File: config.mk
export PLATFORM = sky130hd
export DESIGN_NAME = edge_interval_capture_with_blanking_core
export DESIGN_NICKNAME = d
export VERILOG_FILES = /design/src/sv/eicb_pkg.sv /design/src/sv/eicb_csr.sv /design/src/sv/eicb_tracker.sv /design/src/sv/eicb_out.sv /design/src/sv/edge_interval_capture_with_blanking_core.sv
export SDC_FILE = /design/constraint.sdc
export NUM_CORES = 1
export LEC_CHECK = 0
export ABC_CLOCK_PERIOD_IN_PS = 11200
export BUFFER_PORTS_ARGS = -buffer_cell sky130_fd_sc_hd__buf_2
export CORE_MARGIN = 1.5
export CORE_UTILIZATION = 55
export DETAILED_ROUTE_END_ITERATION = 16
export PLACE_DENSITY_LB_ADDON = 0.2
export SYNTH_ARGS = -nofsm -noshare
export SYNTH_HDL_FRONTEND = slang
export SYNTH_SLANG_ARGS = --single-unit
File: constraint.sdc
create_clock -name clock -period 11.2 [get_ports clock]
set_clock_uncertainty 0.2 [all_clocks]
set_input_delay 0.56 -clock clock [delete_from_list [all_inputs] [get_ports clock]]
set_output_delay 0.56 -clock clock [all_outputs]
set_load 0.01 [all_outputs]
File: src/sv/eicb_pkg.sv
// shared types and constants for the edge interval capture block
// no dependencies; used by every module of the block
`default_nettype none

package eicb_pkg;

   localparam int COUNT_WIDTH_DEF = 16;

   localparam int BLANK_WIDTH   = 16;
   localparam int TIMEOUT_WIDTH = 16;
   localparam int LIMIT_WIDTH   = 8;
   localparam int CSR_IDX_WIDTH = 2;
   localparam int CSR_DAT_WIDTH = 16;
   localparam int US_WIDTH      = 15;

   localparam logic [BLANK_WIDTH-1:0]   BLANK_RESET   = 16'd200;
   localparam logic [TIMEOUT_WIDTH-1:0] TIMEOUT_RESET = 16'd5000;
   localparam logic [LIMIT_WIDTH-1:0]   LIMIT_RESET   = 8'd5;

   // register indexes
   localparam logic [CSR_IDX_WIDTH-1:0] CSR_BLANK   = 2'd0;
   localparam logic [CSR_IDX_WIDTH-1:0] CSR_TIMEOUT = 2'd1;
   localparam logic [CSR_IDX_WIDTH-1:0] CSR_LIMIT   = 2'd2;

   // request modes
   localparam logic [1:0] MODE_TICK    = 2'd0;
   localparam logic [1:0] MODE_DISABLE = 2'd1;
   localparam logic [1:0] MODE_ENABLE  = 2'd2;

   // result kinds
   localparam logic EV_INTERVAL = 1'b0;
   localparam logic EV_RESET    = 1'b1;

   typedef struct packed {
      logic [1:0] mode;
      logic       level;
   } req_type;

   typedef struct packed {
      logic                event_kind;
      logic [US_WIDTH-1:0] interval_us;
      logic                new_level;
      logic                inhibit_transmit;
   } rsp_type;

   typedef struct packed {
      logic [BLANK_WIDTH-1:0]   blank_ticks;
      logic [TIMEOUT_WIDTH-1:0] timeout_ticks;
      logic [LIMIT_WIDTH-1:0]   pulse_limit;
   } cfg_type;

endpackage

`default_nettype wire

File: src/sv/eicb_csr.sv
// configuration registers: blanking length, timeout and pulse limit
// depends on eicb_pkg
`default_nettype none

module eicb_csr (
   input  wire logic                                clock,
   input  wire logic                                reset,
   input  wire logic                                csr_write,
   input  wire logic [eicb_pkg::CSR_IDX_WIDTH-1:0]  csr_index,
   input  wire logic [eicb_pkg::CSR_DAT_WIDTH-1:0]  csr_wdata,
   output eicb_pkg::cfg_type                        cfg
);

   eicb_pkg::cfg_type cfg_ff;

   always_ff @(posedge clock) begin
      if (reset) begin
         cfg_ff.blank_ticks   <= eicb_pkg::BLANK_RESET;
         cfg_ff.timeout_ticks <= eicb_pkg::TIMEOUT_RESET;
         cfg_ff.pulse_limit   <= eicb_pkg::LIMIT_RESET;
      end else if (csr_write) begin
         case (csr_index)
            eicb_pkg::CSR_BLANK: begin
               cfg_ff.blank_ticks <= csr_wdata[eicb_pkg::BLANK_WIDTH-1:0];
            end
            eicb_pkg::CSR_TIMEOUT: begin
               cfg_ff.timeout_ticks <= csr_wdata[eicb_pkg::TIMEOUT_WIDTH-1:0];
            end
            eicb_pkg::CSR_LIMIT: begin
               cfg_ff.pulse_limit <= csr_wdata[eicb_pkg::LIMIT_WIDTH-1:0];
            end
            default: begin
            end
         endcase
      end
   end

   assign cfg = cfg_ff;

endmodule

`default_nettype wire

File: src/sv/eicb_tracker.sv
// edge tracking state machine: phase, tick counter, pulse count, inhibit
// depends on eicb_pkg; produces at most one result per accepted request
`default_nettype none

module eicb_tracker #(
   parameter int COUNT_WIDTH = eicb_pkg::COUNT_WIDTH_DEF
) (
   input  wire logic               clock,
   input  wire logic               reset,
   input  wire logic               req_accept,
   input  wire eicb_pkg::req_type  req_item,
   input  wire eicb_pkg::cfg_type  cfg,
   output logic                    res_valid,
   output eicb_pkg::rsp_type       res_item
);

   typedef enum logic [1:0] {
      PH_IDLE  = 2'd0,
      PH_ARMED = 2'd1,
      PH_BLANK = 2'd2,
      PH_WAIT  = 2'd3
   } phase_type;

   localparam logic [eicb_pkg::LIMIT_WIDTH-1:0] COUNT_MAX = '1;

   phase_type                           phase_ff, phase_in;
   logic [COUNT_WIDTH-1:0]              ticks_ff, ticks_in;
   logic                                prev_ff, prev_in;
   logic [eicb_pkg::LIMIT_WIDTH-1:0]    count_ff, count_in;
   logic                                flag_ff, flag_in;

   logic                                change;
   logic [COUNT_WIDTH-1:0]              t_inc;
   logic [31:0]                         t_wide;
   logic [eicb_pkg::US_WIDTH-1:0]       us;

   always_comb begin
      change = (req_item.level != prev_ff);
      t_inc  = (ticks_ff == '1) ? ticks_ff : ticks_ff + COUNT_WIDTH'(1);
      t_wide = 32'(t_inc);
      // halve and saturate at the field maximum
      if (|t_wide[31:eicb_pkg::US_WIDTH+1]) begin
         us = '1;
      end else begin
         us = t_wide[eicb_pkg::US_WIDTH:1];
      end

      phase_in  = phase_ff;
      ticks_in  = ticks_ff;
      prev_in   = prev_ff;
      count_in  = count_ff;
      flag_in   = flag_ff;
      res_valid = 1'b0;
      res_item  = '{event_kind: eicb_pkg::EV_RESET, interval_us: '0,
                    new_level: 1'b0, inhibit_transmit: 1'b0};

      case (req_item.mode)
         eicb_pkg::MODE_DISABLE: begin
            if (phase_ff != PH_IDLE) begin
               res_valid = 1'b1;
               phase_in  = PH_IDLE;
               ticks_in  = '0;
               count_in  = '0;
               flag_in   = 1'b0;
            end
         end
         eicb_pkg::MODE_ENABLE: begin
            phase_in = PH_ARMED;
            ticks_in = '0;
         end
         eicb_pkg::MODE_TICK: begin
            prev_in = req_item.level;
            case (phase_ff)
               PH_ARMED: begin
                  if (change && req_item.level) begin
                     ticks_in = '0;
                     phase_in = PH_BLANK;
                  end
               end
               PH_BLANK: begin
                  ticks_in = t_inc;
                  if (change) begin
                     // glitch inside blanking
                     res_valid = 1'b1;
                     phase_in  = PH_ARMED;
                     ticks_in  = '0;
                     count_in  = '0;
                     flag_in   = 1'b0;
                  end else if (t_wide >= 32'(cfg.blank_ticks)) begin
                     phase_in = PH_WAIT;
                  end
               end
               PH_WAIT: begin
                  ticks_in = t_inc;
                  if (change) begin
                     count_in = (count_ff == COUNT_MAX) ? count_ff
                                : count_ff + eicb_pkg::LIMIT_WIDTH'(1);
                     flag_in  = flag_ff | (count_in >= cfg.pulse_limit);
                     ticks_in = '0;
                     phase_in = PH_BLANK;
                     res_valid = 1'b1;
                     res_item  = '{event_kind: eicb_pkg::EV_INTERVAL, interval_us: us,
                                   new_level: req_item.level, inhibit_transmit: flag_in};
                  end else if (t_wide >= 32'(cfg.timeout_ticks)) begin
                     res_valid = 1'b1;
                     phase_in  = PH_ARMED;
                     ticks_in  = '0;
                     count_in  = '0;
                     flag_in   = 1'b0;
                  end
               end
               default: begin
               end
            endcase
         end
         default: begin
         end
      endcase
   end

   always_ff @(posedge clock) begin
      if (reset) begin
         phase_ff <= PH_ARMED;
         ticks_ff <= '0;
         prev_ff  <= 1'b0;
         count_ff <= '0;
         flag_ff  <= 1'b0;
      end else if (req_accept) begin
         phase_ff <= phase_in;
         ticks_ff <= ticks_in;
         prev_ff  <= prev_in;
         count_ff <= count_in;
         flag_ff  <= flag_in;
      end
   end

endmodule

`default_nettype wire

File: src/sv/eicb_out.sv
// result register with one skid entry behind it
// depends on eicb_pkg; stall toward the request side comes from a register
`default_nettype none

module eicb_out (
   input  wire logic               clock,
   input  wire logic               reset,
   input  wire logic               res_valid,
   input  wire eicb_pkg::rsp_type  res_item,
   output logic                    hold,
   output logic                    rsp_valid,
   input  wire logic               rsp_stall,
   output eicb_pkg::rsp_type       rsp_item
);

   logic              out_valid_ff;
   eicb_pkg::rsp_type out_ff;
   logic              skid_valid_ff;
   eicb_pkg::rsp_type skid_ff;
   logic              out_take;

   assign out_take = out_valid_ff && !rsp_stall;

   always_ff @(posedge clock) begin
      if (reset) begin
         out_valid_ff  <= 1'b0;
         skid_valid_ff <= 1'b0;
      end else if (skid_valid_ff) begin
         // no new results while the skid entry is full
         if (out_take) begin
            out_ff        <= skid_ff;
            skid_valid_ff <= 1'b0;
         end
      end else if (res_valid) begin
         if (!out_valid_ff || out_take) begin
            out_ff       <= res_item;
            out_valid_ff <= 1'b1;
         end else begin
            skid_ff       <= res_item;
            skid_valid_ff <= 1'b1;
         end
      end else if (out_take) begin
         out_valid_ff <= 1'b0;
      end
   end

   assign hold      = skid_valid_ff;
   assign rsp_valid = out_valid_ff;
   assign rsp_item  = out_ff;

endmodule

`default_nettype wire

File: src/sv/edge_interval_capture_with_blanking_core.sv
// Edge interval capture with blanking and timeout. One request is taken per
// clock cycle unless stalled: each request (a tick with its sampled level,
// or an enable or disable command) is evaluated combinationally against the
// tracker state; its result, if any, is registered into the result register
// or, while that register is stalled, into the one-entry skid buffer, which
// lets requests keep flowing while a result waits; req_stall rises only
// once it is full. Intervals are in microseconds (ticks halved, saturated).
// Configuration writes are always ready and should only be made while idle.
// Depends on eicb_pkg, eicb_csr, eicb_tracker and eicb_out.
`default_nettype none

module edge_interval_capture_with_blanking_core #(
   parameter int COUNT_WIDTH = eicb_pkg::COUNT_WIDTH_DEF
) (
   input  wire logic                                clock,
   input  wire logic                                reset,
   input  wire logic                                req_valid,
   output logic                                     req_stall,
   input  wire eicb_pkg::req_type                   req_item,
   output logic                                     rsp_valid,
   input  wire logic                                rsp_stall,
   output eicb_pkg::rsp_type                        rsp_item,
   input  wire logic                                csr_valid,
   output logic                                     csr_ready,
   input  wire logic [eicb_pkg::CSR_IDX_WIDTH-1:0]  csr_index,
   input  wire logic [eicb_pkg::CSR_DAT_WIDTH-1:0]  csr_wdata
);

   eicb_pkg::cfg_type cfg;
   eicb_pkg::rsp_type res_item;
   logic              res_valid;
   logic              req_accept;
   logic              hold;

   assign csr_ready  = 1'b1;
   assign req_stall  = hold;
   assign req_accept = req_valid && !hold;

   eicb_csr u_csr (
      .clock     (clock),
      .reset     (reset),
      .csr_write (csr_valid && csr_ready),
      .csr_index (csr_index),
      .csr_wdata (csr_wdata),
      .cfg       (cfg)
   );

   eicb_tracker #(
      .COUNT_WIDTH (COUNT_WIDTH)
   ) u_tracker (
      .clock      (clock),
      .reset      (reset),
      .req_accept (req_accept),
      .req_item   (req_item),
      .cfg        (cfg),
      .res_valid  (res_valid),
      .res_item   (res_item)
   );

   eicb_out u_out (
      .clock     (clock),
      .reset     (reset),
      .res_valid (res_valid && req_accept),
      .res_item  (res_item),
      .hold      (hold),
      .rsp_valid (rsp_valid),
      .rsp_stall (rsp_stall),
      .rsp_item  (rsp_item)
   );

endmodule

`default_nettype wire

==> results by group <==
Timing
  – Slew HR: 0.2230
  – Setup TNS: 0 ns
  – Max frequency: 212.5 MHz
  – Final cycle utilization of the critical path: 0.4202
  – Setup WS post-layout: 6.494 ns
  – Worst-Margin Slew: 1.160 ns
  – Final hold vios: 0
  – Final min period: 4.706 ns
  – Max Slew Vio Count: 0
  – RSZ-0062 raised after global routing: false
  – Final setup fails: 0

Synthesis
  – Cells after synthesis: 643
  – Mapped Nets: 712
  – Mapped cell area: 5764 um2
  – Top FF cell, synth: dfxtp_1
  – Most frequent cell after synthesis: nand2_1
  – Cell taking the most area after synthesis: dfxtp_1
  – Sequential-to-total area share from yosys stat: 0.4306
  – Post-synth ARST share: 0
  – Ys Warns: 0
  – Syn avg cell area: 8.965 um2
  – Top cell types by occurrence after synthesis: 110 x nand2_1, 70 x dfxtp_1, 55 x inv_1, 46 x a21oi_1, 43 x ha_1
  – Synth cell types: 65
  – Yosys top cell area share: 0.2431
  – Post-synth EDFFs: 36
  – Dominant cells by area after synthesis: dfxtp_1 24%, edfxtp_1 19%, ha_1 9.3%
  – FF+latch count, synth: 106

Floorplan
  – Die Y: 105.4 um
  – Die ar.: 11100 um2
  – Core Area: 10230 um2
  – Starting Density: 0.5634
  – Top Ports: 47
  – Die W: 105.4 um
  – Row cnt: 37

Setup path
  – Worst Reg2Reg Path Length in Cells: 13
  – Crit path capture type: flip-flop
  – WS Path Type: flip-flop to flip-flop
  – CP max FO: 18
  – CP startpoint kind: flip-flop
  – WP data arrival: 4.58 ns
  – WP data required: 11.07 ns

CTS
  – Post-CTS Resized: 0
  – Clk_lat worst skew: 0.38 ns
  – Postcts setup bufs: 0
  – TritonCTS Buffers: 9
  – Worst-path clk slew: 0.11 ns
  – TritonCTS Sinks: 106
  – Clock root cell: clkbuf_8
  – CTS Buffer Depth: 2
  – CTS HTree Levels: 3
  – TritonCTS clock tree: yes
  – CTS Hold Buffers Added: 0

Finish
  – Area of the multi-input gates: 2975 um2
  – Seq. cell area: 2482 um2
  – Fillers: 886
  – Layout Nets: 745
  – Share of layout cells above drive strength 1: 0.1498
  – Area grow syn2layout: 9.290%
  – Fin area: 6300 um2
  – Antenna cells: 0

Run status
  – Status: completed

Global route
  – Initial antenna violation count: 0
  – Largest net degree at the start of global routing: 45
  – GRT Overall Usage: 0.2431
  – First-pass GRT wire length: 21400 um
  – Global route overflow: 0
  – Number of global-route vias before repair: 4446

Routing
  – Vias per cell: 5.698
  – DRC: 0
  – Post-DRT Antenna Nets: 0
  – DR vias: 4655
  – DRT iter0 DRCs: 212
  – Pre-antenna DRT Iters: 5
  – DRT Wirelength: 12670 um
  – Wire per inst: 15.51 um

Power and ir drop
  – Int Power: 526.8 uW
  – Max IR drop VDD: 63.47 uV
  – Tot Pwr: 701.6 uW
  – Combinational power share: 0.066
  – Clock group share of total power: 0.354
  – PwrDens: 111.4 nW/um2
  – NetSw: 174.8 uW
  – Switch share: 0.2491
  – Leakage power: 2.515 nW
  – Share of total power in sequential cells: 0.580

Run
  – Max Cap Viol: 0

Placement
  – Placer congestion estimate: 0.9054
  – Hpwl dp: 9713 um
  – Port-buffer cells: 45
  – Placed Area: 6090 um2
  – Post-Place Setup Slack: 6.531 ns

Worst hold path
  – Hold Path Class: primary input to flip-flop
  – Hold Crit Depth: 3
per-layer routing:
layer | global-route usage | vias to the layer above | share of wire
met3 | 0.03216 | 28 | 0.036
met2 | 0.4052 | 118 | 0.48
li1 | - | 2353 | -
met5 | 0 | - | 0
met4 | 0.1037 | 0 | 0.031
met1 | 0.3174 | 2156 | 0.46
sequential cells by signal (all words and copies together), names as in the netlist:
| signal | count |
|---|---|
| u_tracker.phase_ff | 2 |
| u_tracker.prev_ff | 1 |
| u_tracker.flag_ff | 1 |
| u_csr.cfg | 40 |
| u_out.skid_ff | 18 |
| u_out.rsp_item | 18 |
| u_out.hold | 1 |
| u_tracker.ticks_ff | 16 |
| u_tracker.count_ff | 8 |
| u_out.rsp_valid | 1 |
cell families (layout without fill, tap and decap cells):
logic type      Yosys count  in the layout  synth area share
mux                      19             19           0.03451
fa+ha+maj                43             43           0.09334
simple gates            235            235            0.1973
compound gates          148            148            0.1754
other cells               1              1         0.0006506
xor+xnor                  8              8           0.01216
buf+inv                  83            121           0.05600
flops                   106            106            0.4306
power by group through the flow:
| stage | Sequential [mW] | Combinational [mW] | Clock, mW |
|---|---|---|---|
| final | 0.407 | 0.0464 | 0.248 |
| after global routing | 0.408 | 0.0527 | 0.268 |
| after CTS | 0.407 | 0.0465 | 0.253 |
| after detailed placement | 0.416 | 0.0463 | 0 |
| after global placement | 0.416 | 0.0449 | 0 |
| after floorplan | 0.415 | 0.0309 | 0 |
worst max-delay path, stage by stage (launching register included):
cell	delay [ns]
dfxtp_1	0.45
and3_1	0.29
nand3_1	0.21
nor3_1	0.26
mux2i_1	0.52
inv_1	0.14
ha_1	0.35
nand4_2	0.15
or3_4	0.41
nor4_2	0.44
o31a_1	0.26
nor2_1	0.14
a221oi_2	0.29
buf_4	0.29
stage by stage:
step | hold WS (ns) | utilization | instances
after floorplan | 0.2363 | - | 643
after global placement | 0.2433 | 0.5952 | 801
after detailed placement | 0.2486 | 0.5952 | 801
after CTS | 0.2090 | 0.6158 | 817
after global routing | 0.2146 | 0.6158 | 817
final | 0.2181 | 0.6158 | 817
cell type report:
cell class | instances | share of cell area
multi-input cells | 454 | 0.4723
flip-flops and latches | 106 | 0.3940
repair buffers | 48 | 0.03932
inverters | 57 | 0.03396
well taps | 136 | 0.02701
clock buffers | 9 | 0.01966
clock inverters | 7 | 0.01370
worst paths after layout:
check | start | to | slack [ns]
setup / recovery | u_tracker.ticks_ff[3] | u_out.rsp_item[14] | 6.49
hold / removal | csr_wdata[14] | u_csr.cfg[22] | 0.22
setup reg to reg | u_tracker.ticks_ff[3] | u_out.rsp_item[14] | 6.49
hold reg to reg | u_csr.cfg[9] | u_csr.cfg[9] | 0.26
cells in the final DEF (no fill, tap or decap), types with 16 or more instances in the layout:
master	n
nand2_1	110
dfxtp_1	70
inv_1	55
a21oi_1	46
buf_2	45
ha_1	43
nor2_1	37
edfxtp_1	36
o21ai_0	19
o211ai_1	16
(Power assumes the default switching activity.)
